$ cat src/rtl/adaptive_threshold_r_peak_detector_assert.svh
// Assertion macros used by the detector top level.
`ifndef ADAPTIVE_THRESHOLD_R_PEAK_DETECTOR_ASSERT_SVH
`define ADAPTIVE_THRESHOLD_R_PEAK_DETECTOR_ASSERT_SVH

// Clocked assertion that is disabled while reset is held.
`define ATRPD_ASSERT(lbl, prop, msg) \
  lbl: assert property (@(posedge clk_i) disable iff (!rst_ni) (prop)) else $error(msg);

// Clocked implication, disabled while reset is held.
`define ATRPD_ASSERT_IMP(lbl, pre, post, msg) \
  lbl: assert property (@(posedge clk_i) disable iff (!rst_ni) (pre) |-> (post)) \
    else $error(msg);

`endif

$ cat src/rtl/atrpd_pkg.sv
// Package with shared constants of the R-peak detector.
package atrpd_pkg;

  // Counter and ring geometry
  localparam int CNT_W            = 20;
  localparam logic [CNT_W-1:0] CNT_MAX = {CNT_W{1'b1}};
  localparam int RR_DEPTH         = 8;
  localparam int RR_IDX_W         = $clog2(RR_DEPTH);
  localparam int RR_SUM_W         = CNT_W + RR_IDX_W;
  localparam int HEIGHT_DEPTH     = 5;
  localparam int HIDX_W           = $clog2(HEIGHT_DEPTH);
  localparam int PEAK_ADAPT_MIN   = HEIGHT_DEPTH - 1;
  localparam int THR_GAIN         = 44 / (HEIGHT_DEPTH - 1);
  localparam int THR_EXTRA_W      = 8;

  // Sample and index widths
  localparam int SAMPLE_BITS_DEF  = 16;
  localparam int PEAK_IDX_W       = 32;

  // Configuration port
  localparam int REFR_W           = 12;
  localparam int RRI_W            = 14;
  localparam int CFG_W            = 14;
  localparam int CFG_IDX_W        = 1;
  localparam logic [CFG_IDX_W-1:0] CFG_REFRACTORY = 1'd0;
  localparam logic [CFG_IDX_W-1:0] CFG_RR_INITIAL = 1'd1;
  localparam logic [REFR_W-1:0] REFR_RESET = 12'd72;
  localparam logic [RRI_W-1:0]  RRI_RESET  = 14'd252;

  // Opcodes
  localparam int OP_W = 2;
  localparam logic [OP_W-1:0] OP_PRIME = 2'd0;
  localparam logic [OP_W-1:0] OP_ECG   = 2'd1;
  localparam logic [OP_W-1:0] OP_FLUSH = 2'd2;

endpackage

$ cat src/rtl/adaptive_threshold_r_peak_detector.sv
// Adaptive-threshold R-peak detector, top level.
//
// Takes one transaction per clock: each item (prime, ECG sample or end of segment) is
// processed in the cycle it is accepted and any finished peak appears in the output
// register on the next cycle. in_ready_o is low only while a peak is held in the output
// register and out_ready_i is low, so the sustained rate is one item per cycle, set by
// the single state update path (compare against the threshold, peak/RR update and the
// five-entry threshold sum). The RR mean is kept as a running sum, so no sweep is needed
// at arming, and there is no clearing pass after reset.
module adaptive_threshold_r_peak_detector #(
  parameter int SAMPLE_BITS = atrpd_pkg::SAMPLE_BITS_DEF
) (
  input  logic                                   clk_i,
  input  logic                                   rst_ni,
  // configuration
  input  logic                                   cfg_we_i,
  input  logic [atrpd_pkg::CFG_IDX_W-1:0]        cfg_idx_i,
  input  logic [atrpd_pkg::CFG_W-1:0]            cfg_wdata_i,
  // input channel
  input  logic                                   in_valid_i,
  output logic                                   in_ready_o,
  input  logic [atrpd_pkg::OP_W-1:0]             opcode_i,
  input  logic signed [SAMPLE_BITS-1:0]          sample_i,
  // output channel
  output logic                                   out_valid_o,
  input  logic                                   out_ready_i,
  output logic [atrpd_pkg::PEAK_IDX_W-1:0]       peak_index_o,
  output logic signed [SAMPLE_BITS-1:0]          peak_amplitude_o
);
  import atrpd_pkg::*;

`include "adaptive_threshold_r_peak_detector_assert.svh"

  localparam int THR_W = SAMPLE_BITS + THR_EXTRA_W;
  localparam int CMP_W = RR_SUM_W + 5;
  localparam logic signed [SAMPLE_BITS-1:0] SAMPLE_MIN = {1'b1, {(SAMPLE_BITS-1){1'b0}}};

  // Configuration registers
  logic [REFR_W-1:0] refr_q;
  logic [RRI_W-1:0]  rr_init_q;

  // Segment state
  logic                          armed_q, armed_d;
  logic signed [SAMPLE_BITS-1:0] env_q, env_d;
  logic signed [THR_W-1:0]       thr_q, thr_d;
  logic [CNT_W-1:0]              rr_q [RR_DEPTH];
  logic [CNT_W-1:0]              rr_d [RR_DEPTH];
  logic [RR_SUM_W-1:0]           rr_sum_q, rr_sum_d;
  logic signed [SAMPLE_BITS-1:0] hgt_q [HEIGHT_DEPTH];
  logic signed [SAMPLE_BITS-1:0] hgt_d [HEIGHT_DEPTH];
  logic [HIDX_W-1:0]             hidx_q, hidx_d;
  logic [CNT_W-1:0]              pc_q, pc_d;
  logic [CNT_W-1:0]              cur_pos_q, cur_pos_d;
  logic [CNT_W-1:0]              prev_q, prev_d;
  logic signed [SAMPLE_BITS-1:0] cur_val_q, cur_val_d;
  logic [CNT_W-1:0]              lidx_q, lidx_d;
  logic [PEAK_IDX_W-1:0]         base_q, base_d;

  // Output register
  logic                          out_valid_q, out_valid_d;
  logic [PEAK_IDX_W-1:0]         out_idx_q, out_idx_d;
  logic signed [SAMPLE_BITS-1:0] out_amp_q, out_amp_d;

  logic                          in_fire;
  logic signed [THR_W-1:0]       thr_adapt;
  logic signed [THR_W-1:0]       thr_cur;

  assign in_ready_o       = !out_valid_q || out_ready_i;
  assign in_fire          = in_valid_i && in_ready_o;
  assign out_valid_o      = out_valid_q;
  assign peak_index_o     = out_idx_q;
  assign peak_amplitude_o = out_amp_q;

  // Threshold from the next height ring
  atrpd_thr_calc #(
    .SAMPLE_BITS(SAMPLE_BITS)
  ) u_thr_calc (
    .heights_i(hgt_d),
    .thr_o    (thr_adapt)
  );

  // Per-item state update
  always_comb begin
    logic signed [THR_W-1:0]       x_ext;
    logic signed [THR_W-1:0]       x80;
    logic [CNT_W-1:0]              rr_b [RR_DEPTH];
    logic [RR_SUM_W-1:0]           rr_sum_b;
    logic signed [SAMPLE_BITS-1:0] hgt_b [HEIGHT_DEPTH];
    logic [HIDX_W-1:0]             hidx_b;
    logic [CNT_W-1:0]              pc_b;
    logic [CNT_W-1:0]              cur_pos_b;
    logic [CNT_W-1:0]              prev_b;
    logic signed [SAMPLE_BITS-1:0] cur_val_b;
    logic [CNT_W-1:0]              gap;
    logic [CMP_W-1:0]              gap160;
    logic [CMP_W-1:0]              sum11;
    logic                          pass;
    logic                          near;
    logic                          new_peak;
    logic                          move;
    logic                          pc_inc;
    logic                          emit;
    logic [RR_IDX_W-1:0]           rr_idx;
    logic [CNT_W-1:0]              rr_new;

    // defaults: hold everything
    armed_d     = armed_q;
    env_d       = env_q;
    rr_d        = rr_q;
    rr_sum_d    = rr_sum_q;
    hgt_d       = hgt_q;
    hidx_d      = hidx_q;
    pc_d        = pc_q;
    cur_pos_d   = cur_pos_q;
    prev_d      = prev_q;
    cur_val_d   = cur_val_q;
    lidx_d      = lidx_q;
    base_d      = base_q;
    out_idx_d   = out_idx_q;
    out_amp_d   = out_amp_q;
    emit        = 1'b0;

    x_ext  = THR_W'(sample_i);
    x80    = (x_ext <<< 6) + (x_ext <<< 4);

    // Arming view: the first ECG sample sees freshly loaded state
    thr_cur   = armed_q ? thr_q : (THR_W'(env_q) <<< 6);
    rr_sum_b  = armed_q ? rr_sum_q : (RR_SUM_W'(rr_init_q) << RR_IDX_W);
    hidx_b    = armed_q ? hidx_q : HIDX_W'(1);
    pc_b      = armed_q ? pc_q : CNT_W'(1);
    cur_pos_b = armed_q ? cur_pos_q : '0;
    prev_b    = armed_q ? prev_q : '0;
    cur_val_b = armed_q ? cur_val_q : sample_i;
    for (int j = 0; j < RR_DEPTH; j++) begin
      rr_b[j] = armed_q ? rr_q[j] : CNT_W'(rr_init_q);
    end
    for (int j = 0; j < HEIGHT_DEPTH; j++) begin
      hgt_b[j] = armed_q ? hgt_q[j] : '0;
    end

    // Peak decision
    gap      = lidx_q - cur_pos_b;
    gap160   = (CMP_W'(gap) << 7) + (CMP_W'(gap) << 5);
    sum11    = (CMP_W'(rr_sum_b) << 3) + (CMP_W'(rr_sum_b) << 1) + CMP_W'(rr_sum_b);
    pass     = x80 > thr_cur;
    near     = (gap <= CNT_W'(refr_q)) || (gap160 <= sum11);
    new_peak = pass && !near;
    move     = pass && near && (sample_i > cur_val_b);
    pc_inc   = new_peak && (pc_b != CNT_MAX);
    rr_idx   = '0;
    rr_new   = '0;

    if (in_fire) begin
      case (opcode_i)
        OP_PRIME: begin
          if (!armed_q && (sample_i > env_q)) begin
            env_d = sample_i;
          end
        end
        OP_ECG: begin
          armed_d   = 1'b1;
          emit      = new_peak && !((pc_b == CNT_W'(1)) && (cur_pos_b == '0));
          out_idx_d = base_q + PEAK_IDX_W'(cur_pos_b);
          out_amp_d = cur_val_b;
          pc_d      = pc_inc ? pc_b + CNT_W'(1) : pc_b;
          if (pc_inc) begin
            hidx_d = (hidx_b == HIDX_W'(HEIGHT_DEPTH - 1)) ? '0 : hidx_b + HIDX_W'(1);
          end else begin
            hidx_d = hidx_b;
          end
          prev_d    = new_peak ? cur_pos_b : prev_b;
          cur_pos_d = (new_peak || move) ? lidx_q : cur_pos_b;
          cur_val_d = (new_peak || move) ? sample_i : cur_val_b;
          hgt_d     = hgt_b;
          if (new_peak || move) begin
            hgt_d[hidx_d] = sample_i;
          end
          // RR ring and running sum
          rr_d     = rr_b;
          rr_sum_d = rr_sum_b;
          rr_idx   = pc_d[RR_IDX_W-1:0];
          rr_new   = cur_pos_d - prev_d;
          if (pass && (pc_d > CNT_W'(1))) begin
            rr_d[rr_idx] = rr_new;
            rr_sum_d     = rr_sum_b - RR_SUM_W'(rr_b[rr_idx]) + RR_SUM_W'(rr_new);
          end
          lidx_d = (lidx_q != CNT_MAX) ? lidx_q + CNT_W'(1) : lidx_q;
        end
        OP_FLUSH: begin
          emit      = armed_q && !((pc_q == CNT_W'(1)) && (cur_pos_q == '0));
          out_idx_d = base_q + PEAK_IDX_W'(cur_pos_q);
          out_amp_d = cur_val_q;
          base_d    = base_q + PEAK_IDX_W'(lidx_q);
          armed_d   = 1'b0;
          env_d     = SAMPLE_MIN;
          lidx_d    = '0;
        end
        default: begin
        end
      endcase
    end

    // Output register: a new transaction replaces a drained or empty slot
    if (in_fire) begin
      out_valid_d = emit;
    end else if (out_ready_i) begin
      out_valid_d = 1'b0;
    end else begin
      out_valid_d = out_valid_q;
    end
  end

  // Threshold for the next item: adaptive once enough peaks exist
  always_comb begin
    thr_d = thr_q;
    if (in_fire && (opcode_i == OP_ECG)) begin
      thr_d = (pc_d > CNT_W'(PEAK_ADAPT_MIN)) ? thr_adapt : thr_cur;
    end
  end

  // Control registers
  always_ff @(posedge clk_i or negedge rst_ni) begin
    if (!rst_ni) begin
      refr_q      <= REFR_RESET;
      rr_init_q   <= RRI_RESET;
      armed_q     <= 1'b0;
      env_q       <= SAMPLE_MIN;
      hidx_q      <= HIDX_W'(1);
      pc_q        <= CNT_W'(1);
      cur_pos_q   <= '0;
      prev_q      <= '0;
      lidx_q      <= '0;
      base_q      <= '0;
      out_valid_q <= 1'b0;
    end else begin
      if (cfg_we_i) begin
        unique case (cfg_idx_i)
          CFG_REFRACTORY: refr_q    <= cfg_wdata_i[REFR_W-1:0];
          CFG_RR_INITIAL: rr_init_q <= cfg_wdata_i[RRI_W-1:0];
          default: begin
          end
        endcase
      end
      armed_q     <= armed_d;
      env_q       <= env_d;
      hidx_q      <= hidx_d;
      pc_q        <= pc_d;
      cur_pos_q   <= cur_pos_d;
      prev_q      <= prev_d;
      lidx_q      <= lidx_d;
      base_q      <= base_d;
      out_valid_q <= out_valid_d;
    end
  end

  // Payload registers
  always_ff @(posedge clk_i) begin
    thr_q     <= thr_d;
    rr_q      <= rr_d;
    rr_sum_q  <= rr_sum_d;
    hgt_q     <= hgt_d;
    cur_val_q <= cur_val_d;
    out_idx_q <= out_idx_d;
    out_amp_q <= out_amp_d;
  end

  // Checks
  `ATRPD_ASSERT(a_pc_nonzero, pc_q != '0, "peak count dropped to zero")
  `ATRPD_ASSERT(a_hidx_range, hidx_q < HIDX_W'(HEIGHT_DEPTH), "height ring index out of range")
  `ATRPD_ASSERT_IMP(a_prev_le_cur, armed_q, prev_q <= cur_pos_q, "previous peak after current")
  `ATRPD_ASSERT_IMP(a_cur_le_idx, armed_q, cur_pos_q <= lidx_q, "peak beyond local index")
  `ATRPD_ASSERT_IMP(a_out_rise, $rose(out_valid_q), $past(in_fire), "result without transaction")

endmodule

$ cat src/rtl/atrpd_thr_calc.sv
// Adaptive threshold: gain times (sum of the height ring minus its largest entry).
module atrpd_thr_calc #(
  parameter int SAMPLE_BITS = atrpd_pkg::SAMPLE_BITS_DEF
) (
  input  logic signed [SAMPLE_BITS-1:0] heights_i [atrpd_pkg::HEIGHT_DEPTH],
  output logic signed [SAMPLE_BITS+atrpd_pkg::THR_EXTRA_W-1:0] thr_o
);
  import atrpd_pkg::*;

  localparam int THR_W = SAMPLE_BITS + THR_EXTRA_W;
  localparam int SUM_W = SAMPLE_BITS + 3;
  localparam logic signed [THR_W-1:0] GAIN = THR_W'(THR_GAIN);

  logic signed [SUM_W-1:0] sum;
  logic signed [SAMPLE_BITS-1:0] mx;
  logic signed [SUM_W-1:0] diff;

  // Sum and maximum over the ring
  always_comb begin
    sum = '0;
    mx  = heights_i[0];
    for (int j = 0; j < HEIGHT_DEPTH; j++) begin
      sum = sum + SUM_W'(heights_i[j]);
      if (heights_i[j] > mx) begin
        mx = heights_i[j];
      end
    end
    diff = sum - SUM_W'(mx);
  end

  assign thr_o = THR_W'(THR_W'(diff) * GAIN);

endmodule

$ cat config.mk
export PLATFORM = sky130hd
export DESIGN_NAME = adaptive_threshold_r_peak_detector
export DESIGN_NICKNAME = d
export VERILOG_FILES = /design/src/rtl/atrpd_pkg.sv /design/src/rtl/adaptive_threshold_r_peak_detector.sv /design/src/rtl/atrpd_thr_calc.sv
export VERILOG_INCLUDE_DIRS = /design/src /design/src/rtl
export SDC_FILE = /design/constraint.sdc
export NUM_CORES = 2
export LEC_CHECK = 0
export ABC_AREA = 1
export BUFFER_PORTS_ARGS = -buffer_cell sky130_fd_sc_hd__buf_2
export CORE_MARGIN = 2
export CORE_UTILIZATION = 38
export CTS_CLUSTER_SIZE = 8
export DETAILED_ROUTE_END_ITERATION = 12
export REMOVE_ABC_BUFFERS = 1
export SLEW_MARGIN = 0
export SYNTH_ARGS = -nofsm -noshare
export SYNTH_HDL_FRONTEND = slang
export SYNTH_SLANG_ARGS = --single-unit
$ cat constraint.sdc
create_clock -name clk_i -period 42 [get_ports clk_i]
set_input_delay 8.4 -clock clk_i [delete_from_list [all_inputs] [get_ports clk_i]]
set_output_delay 8.4 -clock clk_i [all_outputs]
set_load 0.05 [all_outputs]
==> results.py <==
metrics = {
    "run_status": {
        "status": "complete, no violations",
    },
    "critical_path": {
        "slowest_delay_ns": 0.63,
        "crit_top_cell": "nand2_1",
        "worstPathRequired_ns": 42.36,
        "crit_path_end_kind": "flip-flop",
        "cpMaxStageDelayCell": "clkinv_1",
        "regToRegSetupSlack_ns": 17.81,
        "crit_start": "sample_i[2]",
        "worstPathMaxFanout": 42,
        "reg2reg_depth": 113,
        "regToRegStartpoint": "armed_q",
        "criticalPathCategory": "in -> reg",
        "start_kind": "primary input",
        "critical_path.reg2reg.endpoint": "thr_q[21]",
        "worstPathArrival_ns": 29.78,
    },
    "route": {
        "drc": 0,
        "wl_mm": 118.5,
        "drtIter0Drc": 3045,
        "vias": 35030,
        "viasPerCell": 5.300,
        "post_drt_wl_per_cell_um": 17.93,
        "postRouteAntennaNets": 0,
        "drt_first_pass_iters": 6,
    },
    "worst_hold_path": {
        "worstHoldStart": "prev_q[0]",
        "hp-class": "reg -> reg",
        "hold_depth": 2,
        "min_to": "prev_q[0]",
    },
    "clock_tree": {
        "clk_pin_slew_worst_paths_ns": 0.06,
        "cts_max_path_buffers": 3,
        "cts_resized": 0,
        "postCtsHoldBufs": 0,
        "numCtsBuffers": 74,
        "htreeDepth": 3,
        "root_buffer": "clkbuf_16",
        "cts_tree": "done",
        "post_cts_buffers": 0,
        "clock-sinks": 510,
        "clkLatencyLatePin_ns": 0.65,
    },
    "sta": {
        "min_period_over_period_pct": 70.04,
        "setup_viol_count_final": 0,
        "worstMarginPinSlew_ns": 1.182,
        "period_minus_slack_ns": 29.42,
        "skew_ns": 0.02724,
        "rsz0062_at_grt": "no",
        "fin_tns_setup_ns": 0,
        "hold_viol_final": 0,
        "relSlewSlack_pct": 20.61,
        "fmax_ghz": 0.03399,
        "finalMaxSlewViolations": 0,
        "setup_slack_ns": 12.58,
    },
    "die": {
        "initial_core_util_pct": 38.42,
        "dieArea_um2": 111200,
        "num_io_pins": 88,
        "die_x_um": 333.5,
        "rows": 120,
        "chipHeight_um": 333.5,
        "coreArea_um2": 107400,
    },
    "global_routing": {
        "grt_pass1_wl_mm": 186.6,
        "grt_pass1_vias": 33220,
        "antenna_found_initial": 0,
        "grt_max_degree": 117,
        "grt_overflow_total": 0,
        "grtUsageTotal_pct": 20.96,
    },
    "logic_synthesis": {
        "yosys_most_used_dff": "edfxtp_1",
        "synth_top_family_by_area": "simple AND/OR/NAND/NOR gates",
        "synth_compound_area_share_pct": 13.88,
        "async_reset_ff_share_pct": 31.18,
        "synth_edf_count": 271,
        "synth_xor_area_share_pct": 4.905,
        "ys_seq_area_share_pct": 33.29,
        "synth_warnings": 0,
        "netlist_instances": 5137,
        "synth_cell_type_count": 71,
        "ys_seq_elements": 510,
        "synth-simple-area-share_pct": 19.81,
        "synth_fa_ha_area_share_pct": 17.12,
        "syn-cell-area_um2": 41240,
        "synth_mux_area_share_pct": 2.679,
        "avgSynthCellArea_um2": 8.029,
    },
    "layout": {
        "fill_cells": 10830,
        "multiInputGateArea_um2": 24130,
        "regArea_um2": 13740,
        "antenna-diode-count": 0,
        "drive_gt1_share_pct": 7.471,
        "area_growth_pct": 9.710,
        "nets": 5685,
    },
    "place": {
        "dp_worst_setup_slack_ns": 12.11,
        "place.gp.congestion": 0.9356,
        "io_buffers": 87,
        "dp_hpwl_mm": 85.85,
    },
    "job": {
        "drv_cap": 0,
    },
}
==> registers in the layout, summed over array words and instances (netlist names), 14 cells and up <==
| name | flops |
|---|---|
| env_q | 16 |
| rr_sum_q | 23 |
| rr_q | 160 |
| hgt_q | 80 |
| peak_index_o | 32 |
| cur_val_q | 16 |
| cur_pos_q | 20 |
| rr_init_q | 14 |
| thr_q | 24 |
| peak_amplitude_o | 16 |
| pc_q | 20 |
| base_q | 32 |
| prev_q | 20 |
| lidx_q | 20 |
==> metrics by stage <==
| stage | hold WS (ns) | instances | cell area, µm² | utilization [%] |
|---|---|---|---|---|
| after floorplan | 0.4496 | 4945 | 40450 | - |
| after global placement | 0.4673 | 6478 | 43020 | 40.07 |
| after detailed placement | 0.4756 | 6478 | 43020 | 40.07 |
| after CTS | 0.4869 | 6610 | 45250 | 42.15 |
| after global routing | 0.4953 | 6610 | 45250 | 42.15 |
| final | 0.4845 | 6610 | 45250 | 42.15 |
==> synthesized netlist by cell type (all sizes together), types with 72 or more instances <==
library cell	instances	area, µm²
a21oi	385	1927
clkbuf	130	495.5
dfrtp	148	3704
dfxtp	80	1602
edfxtp	271	8138
fa	114	2282
ha	382	4780
inv	674	2532
mux2i	107	1071
nand2	1070	4136
nand3	304	1577
nand4	72	456.7
nor2	234	958.4
o21ai	478	2392
xnor2	76	665.6
xor2	155	1358
==> cell families after synthesis <==
kind of cell	count (synthesis)
AND/OR/NAND/NOR	1846
AO/OA/AOI/OAI	1053
buffers and inverters	891
flip-flops	510
adder cells (fa/ha/maj)	496
XOR/XNOR	231
multiplexers	110
==> worst max-delay path by stage <==
stage	to	slack, ns	depth (start not counted)
2_1_floorplan	thr_q[21]	8.72	85
3_3_place_gp	thr_q[21]	12.64	116
3_5_place_dp	thr_q[21]	12.11	116
4_1_cts	thr_q[21]	12.67	116
5_1_grt	thr_q[21]	10.31	116
6_report	thr_q[21]	12.58	115
==> critical path, delay by kind of cell <==
family	cells	cell delay [ns]
multiplexers	1	0.34
adder cells (fa/ha/maj)	14	5.01
AO/OA/AOI/OAI	36	6.48
XOR/XNOR	2	0.33
buffers and inverters	13	2.14
AND/OR/NAND/NOR	49	6.98
==> placed cells by master, fill, tap and decap left out, drive strengths merged, types with 8 or more instances in the layout <==
cell,count
a211oi,10
a21o,8
a21oi,385
a31oi,33
buf,130
clkbuf,126
clkinv,28
dfrtp,148
dfstp,11
dfxtp,80
edfxtp,271
fa,114
ha,382
inv,677
mux2i,107
nand2,1070
nand3,304
nand4,72
nor2,234
nor3,52
nor3b,10
nor4,18
o211ai,14
o21ai,478
o21bai,44
o221ai,14
o22ai,33
or2,69
xnor2,76
xor2,155
==> cell type report <==
type,count,share of cell area [%]
clock buffer,126,4.659
sequential,510,30.36
multi-input combinational,3736,53.32
timing repair buffer,130,1.689
tap,1403,3.879
inverter,699,5.832
clock inverter,6,0.2682
==> routing by layer <==
layer / wire [µm] / share of wire, % / GRT usage (%) / vias up
met4: 3885 / 3.3 / 6.864 / 0
met5: 0 / 0 / 0 / -
met2: 53660 / 45 / 33.73 / 1007
met1: 53690 / 45 / 28.92 / 16530
met3: 7262 / 6.1 / 2.936 / 187
li1: - / - / - / 17300
Power is left out: the tool's default activity adds up to more than one toggle a clock period on the data nets, which glitch-free logic cannot reach.
